--- src/rtl/spbd_pkg.sv ---
// shared types and constants for the steering pwm bridge driver
package spbd_pkg;

	localparam int DUTY_W   = 7;
	localparam int SAMPLE_W = 10;
	localparam int FS_W     = 13;
	localparam int SCALED_W = 23;
	localparam int REMAIN_W = 21;
	localparam int PROD_W   = 28;
	localparam int QUOT_W   = 7;

	// 10 mV and 2000 mV, both scaled by 1023 counts
	localparam logic [SCALED_W-1:0] DEAD_BAND = 23'd10230;
	localparam logic [SCALED_W-1:0] DIFF_DEN  = 23'd2046000;

	// floor(2^41 / 2046000), the estimate is exact or one low
	localparam int          RECIP_W     = 49;
	localparam int          RECIP_SHIFT = 41;
	localparam logic [20:0] RECIP_M     = 21'd1074791;

	localparam logic [1:0] CFG_BASE_SPEED    = 2'd0;
	localparam logic [1:0] CFG_REVERSE       = 2'd1;
	localparam logic [1:0] CFG_FULL_SCALE_MV = 2'd2;

	typedef struct packed {
		logic [DUTY_W-1:0] base_speed;
		logic              reverse;
		logic [FS_W-1:0]   full_scale_mv;
	} cfg_t;

	typedef struct packed {
		logic                is_sample;
		logic                left_high;
		logic [SCALED_W-1:0] scaled;
	} op_t;

	// left_pin_a ends up in the lowest bit
	typedef struct packed {
		logic [DUTY_W-1:0] right_level;
		logic [DUTY_W-1:0] left_level;
		logic              right_pin_b;
		logic              right_pin_a;
		logic              left_pin_b;
		logic              left_pin_a;
	} res_t;

endpackage

--- src/rtl/steering_pwm_bridge_driver_top.sv ---
// top level of the two-wheel steering pwm bridge driver
//
// channel   dir  handshake             payload
// s_*       in   s_tvalid / s_tready   tuser req_type, tdata samples
// m_*       out  m_tvalid / m_tready   tdata pins and duty levels
// cfg_*     in   cfg_valid / cfg_ready cfg_index, cfg_data
//
// a tick, a sample inside the dead band and a sample at full cut go from the queue
// straight to the emit state; any other sample takes one multiply, then a reciprocal
// multiply, a back-multiply and one compare for the divide by 2046000 in the back end
// the front stage and a two-entry queue keep accepting while the back end works
// or the result waits on m_tready, until the queue is full
// reset clears state, duties go to 50, pins to zero; cfg_ready is always high
module steering_pwm_bridge_driver_top #(
	parameter int PWM_PERIOD = 100
) (
	input  logic        clk,
	input  logic        arst_n,
	input  logic        s_tvalid,
	output logic        s_tready,
	input  logic        s_tuser,     // req_type
	input  logic [23:0] s_tdata,     // left_sample, right_sample, zero pad
	output logic        m_tvalid,
	input  logic        m_tready,
	// left_pin_a, left_pin_b, right_pin_a, right_pin_b, left_level,
	// right_level, zero pad
	output logic [23:0] m_tdata,
	input  logic        cfg_valid,
	output logic        cfg_ready,
	input  logic [1:0]  cfg_index,
	input  logic [12:0] cfg_data
);

	spbd_pkg::cfg_t cfg_q;
	spbd_pkg::op_t  front_op;
	spbd_pkg::op_t  queue_op;
	spbd_pkg::res_t res;
	logic           push;
	logic           pop;
	logic           q_full;
	logic           q_empty;
	logic           front_busy;
	logic           back_busy;

	assign cfg_ready = 1'b1;

	always_ff @(posedge clk or negedge arst_n) begin
		if (!arst_n) begin
			cfg_q.base_speed    <= 7'd50;
			cfg_q.reverse       <= 1'b0;
			cfg_q.full_scale_mv <= 13'd3300;
		end else if (cfg_valid && cfg_ready) begin
			case (cfg_index)
				spbd_pkg::CFG_BASE_SPEED:    cfg_q.base_speed    <= cfg_data[6:0];
				spbd_pkg::CFG_REVERSE:       cfg_q.reverse       <= cfg_data[0];
				spbd_pkg::CFG_FULL_SCALE_MV: cfg_q.full_scale_mv <= cfg_data;
				default:                     cfg_q               <= cfg_q;
			endcase
		end
	end

	spbd_front u_front (
		.clk          (clk),
		.arst_n       (arst_n),
		.in_valid     (s_tvalid),
		.in_ready     (s_tready),
		.req_type     (s_tuser),
		.left_sample  (s_tdata[9:0]),
		.right_sample (s_tdata[19:10]),
		.cfg          (cfg_q),
		.push         (push),
		.op           (front_op),
		.q_full       (q_full),
		.busy         (front_busy)
	);

	spbd_queue u_queue (
		.clk     (clk),
		.arst_n  (arst_n),
		.push    (push),
		.push_op (front_op),
		.pop     (pop),
		.pop_op  (queue_op),
		.full    (q_full),
		.empty   (q_empty)
	);

	spbd_back #(
		.PWM_PERIOD (PWM_PERIOD)
	) u_back (
		.clk       (clk),
		.arst_n    (arst_n),
		.q_empty   (q_empty),
		.op        (queue_op),
		.pop       (pop),
		.cfg       (cfg_q),
		.out_valid (m_tvalid),
		.out_ready (m_tready),
		.out_res   (res),
		.busy      (back_busy)
	);

	assign m_tdata = {6'd0, res};

	// a new result only comes out of a back end that was working on an item
	a_result_from_work: assert property (@(posedge clk) disable iff (!arst_n)
		$rose(m_tvalid) |-> $past(back_busy))
		else $error("result raised with back end idle");

	// an accepted transaction is held in the front stage on the next cycle
	a_front_takes_item: assert property (@(posedge clk) disable iff (!arst_n)
		s_tvalid && s_tready |=> front_busy)
		else $error("accepted transaction lost by front stage");

	// the front stage only stalls while the queue is full
	a_stall_on_full: assert property (@(posedge clk) disable iff (!arst_n)
		front_busy && !q_full |=> !$past(s_tready) || front_busy || !q_empty)
		else $error("front stage drained without queue entry");

endmodule

--- src/rtl/spbd_front.sv ---
// front end: takes items, works out the scaled sample difference
module spbd_front (
	input  logic                clk,
	input  logic                arst_n,
	input  logic                in_valid,
	output logic                in_ready,
	input  logic                req_type,
	input  logic [9:0]          left_sample,
	input  logic [9:0]          right_sample,
	input  spbd_pkg::cfg_t      cfg,
	output logic                push,
	output spbd_pkg::op_t       op,
	input  logic                q_full,
	output logic                busy
);

	logic                             valid_s1;
	spbd_pkg::op_t                    op_s1;
	logic                             left_high;
	logic [spbd_pkg::SAMPLE_W-1:0]    mag;
	logic [spbd_pkg::SCALED_W-1:0]    scaled;

	always_comb begin
		left_high = (left_sample >= right_sample);
		mag       = left_high ? (left_sample - right_sample) : (right_sample - left_sample);
		scaled    = spbd_pkg::SCALED_W'(mag) * spbd_pkg::SCALED_W'(cfg.full_scale_mv);
	end

	assign push     = valid_s1 && !q_full;
	assign in_ready = !valid_s1 || !q_full;
	assign op       = op_s1;
	assign busy     = valid_s1;

	always_ff @(posedge clk or negedge arst_n) begin
		if (!arst_n) begin
			valid_s1 <= 1'b0;
		end else if (in_valid && in_ready) begin
			valid_s1 <= 1'b1;
		end else if (push) begin
			valid_s1 <= 1'b0;
		end
	end

	always_ff @(posedge clk) begin
		if (in_valid && in_ready) begin
			op_s1.is_sample <= req_type;
			op_s1.left_high <= left_high;
			op_s1.scaled    <= scaled;
		end
	end

endmodule

--- src/rtl/spbd_queue.sv ---
// two-entry queue between front end and back end
module spbd_queue (
	input  logic          clk,
	input  logic          arst_n,
	input  logic          push,
	input  spbd_pkg::op_t push_op,
	input  logic          pop,
	output spbd_pkg::op_t pop_op,
	output logic          full,
	output logic          empty
);

	spbd_pkg::op_t entry_q [2];
	logic          wr_ptr_q;
	logic          rd_ptr_q;
	logic [1:0]    count_q;

	assign full   = (count_q == 2'd2);
	assign empty  = (count_q == 2'd0);
	assign pop_op = entry_q[rd_ptr_q];

	always_ff @(posedge clk or negedge arst_n) begin
		if (!arst_n) begin
			wr_ptr_q <= 1'b0;
			rd_ptr_q <= 1'b0;
			count_q  <= 2'd0;
		end else begin
			if (push && !full) begin
				wr_ptr_q <= !wr_ptr_q;
			end
			if (pop && !empty) begin
				rd_ptr_q <= !rd_ptr_q;
			end
			case ({push && !full, pop && !empty})
				2'b10:   count_q <= count_q + 2'd1;
				2'b01:   count_q <= count_q - 2'd1;
				default: count_q <= count_q;
			endcase
		end
	end

	always_ff @(posedge clk) begin
		if (push && !full) begin
			entry_q[wr_ptr_q] <= push_op;
		end
	end

endmodule

--- src/rtl/spbd_back.sv ---
// back end: duty update with reciprocal divide, pwm phase and bridge pins
module spbd_back #(
	parameter int PWM_PERIOD = 100
) (
	input  logic           clk,
	input  logic           arst_n,
	input  logic           q_empty,
	input  spbd_pkg::op_t  op,
	output logic           pop,
	input  spbd_pkg::cfg_t cfg,
	output logic           out_valid,
	input  logic           out_ready,
	output spbd_pkg::res_t out_res,
	output logic           busy
);

	localparam logic [1:0] ST_IDLE = 2'd0;
	localparam logic [1:0] ST_MUL  = 2'd1;
	localparam logic [1:0] ST_DIV  = 2'd2;
	localparam logic [1:0] ST_EMIT = 2'd3;

	localparam logic [7:0] PERIOD_CNT = 8'(PWM_PERIOD);

	logic [1:0]                        state_q;
	logic [spbd_pkg::DUTY_W-1:0]       phase_q;
	logic [spbd_pkg::DUTY_W-1:0]       left_duty_q;
	logic [spbd_pkg::DUTY_W-1:0]       right_duty_q;
	logic [3:0]                        pins_q;
	logic                              left_high_q;
	logic [spbd_pkg::REMAIN_W-1:0]     remain_q;
	logic [spbd_pkg::PROD_W-1:0]       rem_q;
	logic [spbd_pkg::QUOT_W-1:0]       quot_q;
	logic [2:0]                        step_q;
	logic                              out_valid_q;
	spbd_pkg::res_t                    out_res_q;

	logic [spbd_pkg::DUTY_W-1:0]       ph_inc;
	logic [spbd_pkg::DUTY_W-1:0]       ph_next;
	logic                              left_on;
	logic                              right_on;
	logic [3:0]                        pins_next;
	logic [spbd_pkg::RECIP_W-1:0]      recip_prod;
	logic [spbd_pkg::QUOT_W-1:0]       quot_fix;

	always_comb begin
		ph_inc  = phase_q + 7'd1;
		ph_next = ({1'b0, ph_inc} == PERIOD_CNT) ? '0 : ph_inc;
		left_on  = (ph_next < left_duty_q);
		right_on = (ph_next < right_duty_q);
		// off phase: leg a follows leg b
		pins_next[1] = left_on ? cfg.reverse : pins_q[1];
		pins_next[0] = left_on ? !cfg.reverse : pins_q[1];
		pins_next[3] = right_on ? !cfg.reverse : pins_q[3];
		pins_next[2] = right_on ? cfg.reverse : pins_q[3];
		recip_prod = spbd_pkg::RECIP_W'(rem_q) * spbd_pkg::RECIP_W'(spbd_pkg::RECIP_M);
		quot_fix   = quot_q
			+ spbd_pkg::QUOT_W'(rem_q >= spbd_pkg::PROD_W'(spbd_pkg::DIFF_DEN));
	end

	assign pop       = (state_q == ST_IDLE) && !q_empty;
	assign busy      = (state_q != ST_IDLE);
	assign out_valid = out_valid_q;
	assign out_res   = out_res_q;

	always_ff @(posedge clk or negedge arst_n) begin
		if (!arst_n) begin
			state_q      <= ST_IDLE;
			phase_q      <= '0;
			left_duty_q  <= 7'd50;
			right_duty_q <= 7'd50;
			pins_q       <= 4'd0;
			out_valid_q  <= 1'b0;
			step_q       <= 3'd0;
		end else begin
			if (state_q == ST_EMIT && (!out_valid_q || out_ready)) begin
				out_valid_q <= 1'b1;
			end else if (out_ready) begin
				out_valid_q <= 1'b0;
			end
			case (state_q)
				ST_IDLE: begin
					if (!q_empty) begin
						if (!op.is_sample) begin
							phase_q <= ph_next;
							pins_q  <= pins_next;
							state_q <= ST_EMIT;
						end else if (op.scaled <= spbd_pkg::DEAD_BAND) begin
							left_duty_q  <= cfg.base_speed;
							right_duty_q <= cfg.base_speed;
							state_q      <= ST_EMIT;
						end else if (op.scaled >= spbd_pkg::DIFF_DEN) begin
							// 2000 mV or more stops the slow wheel
							left_duty_q  <= op.left_high ? '0 : cfg.base_speed;
							right_duty_q <= op.left_high ? cfg.base_speed : '0;
							state_q      <= ST_EMIT;
						end else begin
							state_q <= ST_MUL;
						end
					end
				end
				ST_MUL: begin
					step_q  <= 3'd2;
					state_q <= ST_DIV;
				end
				ST_DIV: begin
					if (step_q == 3'd0) begin
						left_duty_q  <= left_high_q ? quot_fix : cfg.base_speed;
						right_duty_q <= left_high_q ? cfg.base_speed : quot_fix;
						state_q      <= ST_EMIT;
					end else begin
						step_q <= step_q - 3'd1;
					end
				end
				ST_EMIT: begin
					if (!out_valid_q || out_ready) begin
						state_q <= ST_IDLE;
					end
				end
				default: state_q <= ST_IDLE;
			endcase
		end
	end

	always_ff @(posedge clk) begin
		if (state_q == ST_IDLE && !q_empty) begin
			left_high_q <= op.left_high;
			remain_q    <= spbd_pkg::REMAIN_W'(spbd_pkg::DIFF_DEN - op.scaled);
		end
		if (state_q == ST_MUL) begin
			rem_q <= spbd_pkg::PROD_W'(cfg.base_speed) * spbd_pkg::PROD_W'(remain_q);
		end
		// divide by the constant: reciprocal estimate, back-multiply, one compare
		if (state_q == ST_DIV && step_q == 3'd2) begin
			quot_q <= recip_prod[spbd_pkg::RECIP_SHIFT +: spbd_pkg::QUOT_W];
		end
		if (state_q == ST_DIV && step_q == 3'd1) begin
			rem_q <= rem_q - spbd_pkg::PROD_W'(quot_q) * spbd_pkg::PROD_W'(spbd_pkg::DIFF_DEN);
		end
		if (state_q == ST_EMIT && (!out_valid_q || out_ready)) begin
			out_res_q.left_pin_a  <= pins_q[0];
			out_res_q.left_pin_b  <= pins_q[1];
			out_res_q.right_pin_a <= pins_q[2];
			out_res_q.right_pin_b <= pins_q[3];
			out_res_q.left_level  <= left_duty_q;
			out_res_q.right_level <= right_duty_q;
		end
	end

endmodule

--- config.mk ---
export PLATFORM = sky130hd
export DESIGN_NAME = steering_pwm_bridge_driver_top
export DESIGN_NICKNAME = d
export VERILOG_FILES = /design/src/rtl/spbd_pkg.sv /design/src/rtl/steering_pwm_bridge_driver_top.sv /design/src/rtl/spbd_front.sv /design/src/rtl/spbd_queue.sv /design/src/rtl/spbd_back.sv
export SDC_FILE = /design/constraint.sdc
export NUM_CORES = 2
export LEC_CHECK = 0
export BUFFER_PORTS_ARGS = -buffer_cell sky130_fd_sc_hd__buf_2
export CORE_ASPECT_RATIO = 0.8
export CORE_MARGIN = 2
export CORE_UTILIZATION = 42
export CTS_CLUSTER_SIZE = 8
export DETAILED_ROUTE_END_ITERATION = 6
export GPL_TIMING_DRIVEN = 1
export MAX_ROUTING_LAYER = met4
export SLEW_MARGIN = 10
export SYNTH_ARGS = -nofsm -noshare
export SYNTH_HDL_FRONTEND = slang
export SYNTH_SLANG_ARGS = --single-unit
export TNS_END_PERCENT = 1
--- constraint.sdc ---
create_clock -name clk -period 5.9 [get_ports clk]
set_clock_uncertainty 0.05 [all_clocks]
set_input_delay 0.59 -clock clk [delete_from_list [all_inputs] [get_ports clk]]
set_output_delay 0.59 -clock clk [all_outputs]
set_load 0.005 [all_outputs]
==> run_results.csv <==
group,metric,value,unit
run_status,status,"finished, violations left",
run_status,violations,"negative setup slack",
synthesis,synth-compound-area-share,0.0864,
setup_path,startpoint_type,"input port",
floorplanning,die_area,0.0731,mm^2
layout,drive_above_1_share,0.164,
synthesis,ys_async_sr_fraction,0.275,
synthesis,postSynthCellCount,2991,
run,cap_viol_max_count,0,
clocking,cts_root_buffer,"clkbuf_16",
detailed_routing,post_drt_via_cell_ratio,4.84,
synthesis,synth-seq-cells,207,
setup_path,cp-endpoint,"u_front.op[21]",
detailed_routing,postRouteAntennaNets,0,
sta,hold_viol_final,0,
setup_path,crit_slowest_cell,"fa_2",
placed_design,dp_cells,4226,
synthesis,synthTopCellsByArea,"fa_1 (26%), ha_1 (19%), edfxtp_1 (15%), inv_1 (8.0%), dfrtp_1 (3.5%)",
setup_path,crit_path_frequent_cell,"fa_2",
sta,fin_ws,-1300,ps
layout,layout_common_cells,"inv_1 (627), ha_1 (446), fa_1 (383)",
synthesis,synth_top_cell_by_area,"fa_1",
layout,seq_area,0.00595,mm^2
placed_design,port_buffers,60,
sta,timing.final.crit_share,1.22,
layout,syn2layout_area_growth,16.4,%
sta,relSlewSlack,0.224,
floorplanning,rows,87,
floorplanning,num_io_pins,72,
sta,worst_slew_pin_slew,1160,ps
synthesis,synth_top_family_by_area,"adder cells",
floorplanning,dieHeight,242,um
setup_path,criticalPathCategory,"in -> reg",
grt,grt_pass1_vias,21586,
synthesis,yosys_warnings,0,
synthesis,synthAdderAreaFrac,0.454,
synthesis,synth_top_area_share,0.263,
setup_path,worst_setup_path_end_kind,"register",
setup_path,critPathArrivalTime,7490,ps
sta,slew_viol_final,0,
setup_path,crit_start,"s_tdata[0]",
floorplanning,core-area,0.0703,mm^2
clocking,clk_latency,590,ps
grt,grt_usage,0.195,
layout,final_common_cell,"inv_1",
setup_path,worstRegToRegCells,23,
setup_path,cp_max_fo,5,
layout,multiInputGateArea,0.0215,mm^2
sta,clock.fmax,139,MHz
grt,grt_max_degree,58,
grt,antenna_found_initial,8,
layout,fin_cells,4296,
setup_path,required,6180,ps
synthesis,synth_ff_type,"edfxtp_1",
synthesis,syn_area,0.0298,mm^2
grt,gr-total-overflow,0,
floorplanning,initial_core_util,0.424,
synthesis,muxShareOfSynthArea,0.0289,
sta,grt_setup_unrepaired,"yes",
placed_design,place_hpwl,57.5,mm
synthesis,synth-simple-area-share,0.102,
layout,nFillCells,6630,
synthesis,synth_cell_type_count,77,
detailed_routing,firstDrtPassIters,5,
clocking,clk_path_buf_depth,3,
synthesis,synth-edff-count,150,
setup_path,path_delay_family,"adder cells",
clocking,cts_buffers,30,
synthesis,synth.yosys.seq_area_share,0.200,
clocking,clk_pin_slew,50,ps
setup_path,r2r_end,"u_back.quot_q[6]",
detailed_routing,dr_total_vias,20800,
layout,final_nets,4222,
clocking,htree_levels,1,
setup_path,r2r_start,"u_back.rem_q[14]",
min_path,worstHoldPathType,"in -> reg",
detailed_routing,wire_per_inst,15.6,um
synthesis,synthXorXnorAreaFrac,0.0372,
detailed_routing,finalWirelength,67.1,mm
detailed_routing,drc,0,
setup_path,r2r_setup_slack,-690,ps
clocking,cts_tree,"yes",
clocking,cts_sinks,207,
grt,grt_pass1_wl,113,mm
detailed_routing,drtIter0Drc,1072,
synthesis,avgSynthCellArea,9.96,um^2
sta,fin_setup_tns,-16130,ps
sta,fin_crit,7200,ps
placed_design,gp_congestion,0.928,
floorplanning,dieWidth,302,um
setup_path,path_depth,31,
setup_path,path_buf_inv,7,
setup_path,slowest_delay,570,ps
sta,setup_viol,24,
-- state kept, by name, indices dropped and copies added (netlist names), 4 cells and up --
name and count:
u_back.remain_q 21, u_queue.entry_q 50, u_back.pins_q 4, u_back.right_duty_q 7
cfg_q 21, u_back.phase_q 7, u_back.rem_q 28, u_front.op 25
u_back.left_duty_q 7, u_back.quot_q 7, u_back.out_res 18
-- metrics by stage --
stage               hold slack, ps  utilization  area, um^2  worst slack (ps)
floorplan                      244            -       29900             -1600
global placement               374        0.474       33400             -2060
detailed placement             380        0.474       33400             -2170
CTS                            103        0.492       34600             -1260
global route                   107        0.493       34700             -1620
finish                         126        0.493       34700             -1300
-- worst register-to-register path, cell delays in order, from the launching register on --
cell       delay [ps]
edfxtp_1          520
ha_1              360
inv_1              60
fa_1              500
fa_1              510
inv_1              50
fa_1              470
inv_1              60
fa_1              530
inv_1              50
fa_1              500
fa_1              490
ha_1              330
nand4_1           140
buf_4             160
nor3_1            120
nand2_1           150
a31oi_2           260
a211oi_1           80
buf_4             170
a2111oi_4         340
a311oi_1          150
buf_4             160
xnor2_1           110
-- synth_stat cells (all sizes together) (4+ instances only) --
library cell,instances
a211oi,25
a21boi,6
a21o,41
a21oi,107
a22oi,6
a31oi,20
and2,104
and3,13
buf,21
clkbuf,55
dfrtp,42
dfstp,15
edfxtp,150
fa,392
ha,454
inv,631
mux2,31
mux2i,51
nand2,260
nand2b,28
nand3,32
nand3b,7
nand4,12
nor2,90
nor2b,22
nor3,32
nor3b,8
o2111ai,4
o211ai,9
o21a,22
o21ai,80
o21bai,14
o22ai,6
o31ai,11
o41ai,4
or2,7
or3,4
xnor2,75
xor2,49
-- area by class of cell --
type                       instances  share of cell area
inverter                         631              0.0687
multi-input combinational       2082               0.620
clock inverter                     1            0.000866
sequential                       207               0.172
timing repair buffer             379              0.0793
antenna                            7            0.000505
clock buffer                      55              0.0255
tap                              934              0.0337
-- per-layer routing --
layer | GRT usage | share of wire
met1 | 0.289 | 0.51
met2 | 0.295 | 0.44
met3 | 0.0199 | 0.036
met4 | 0.0301 | 0.015
met5 | - | 0
-- worst min-delay path by stage --
stage,slack [ps],to,cells past startpoint,start
final,130,u_front.op[24],1,s_tuser
after global routing,110,u_front.op[24],1,s_tuser
after CTS,100,u_front.op[24],1,s_tuser
after detailed placement,380,u_queue.entry_q[1][8],0,u_front.op[8]
after global placement,370,u_queue.entry_q[0][18],0,u_front.op[18]
after floorplan,240,cfg_q[0],0,arst_n
-- cell families after synthesis --
kind of cell / Yosys count
AOI/OAI and AO/OA: 391
buffers and inverters: 707
muxes: 82
xor gates and xnor gates: 125
other: 2
and+or+nand+nor: 631
DFF: 207
adders and majority gates: 846
-- repair_timing --
| item | CTS | global route |
|---|---|---|
| endpoints found under the setup margin | 26 | 30 |
| hold endpoints to repair | 0 | 0 |
| setup buffers | 8 | 0 |
| resized for setup | 56 | 13 |
| pin swaps | 60 | 3 |
| hold buffers | 0 | 0 |
| cloned | 0 | 0 |
Power is left out: the tool's default activity adds up to more than one toggle a clock period on the data nets, which glitch-free logic cannot reach.
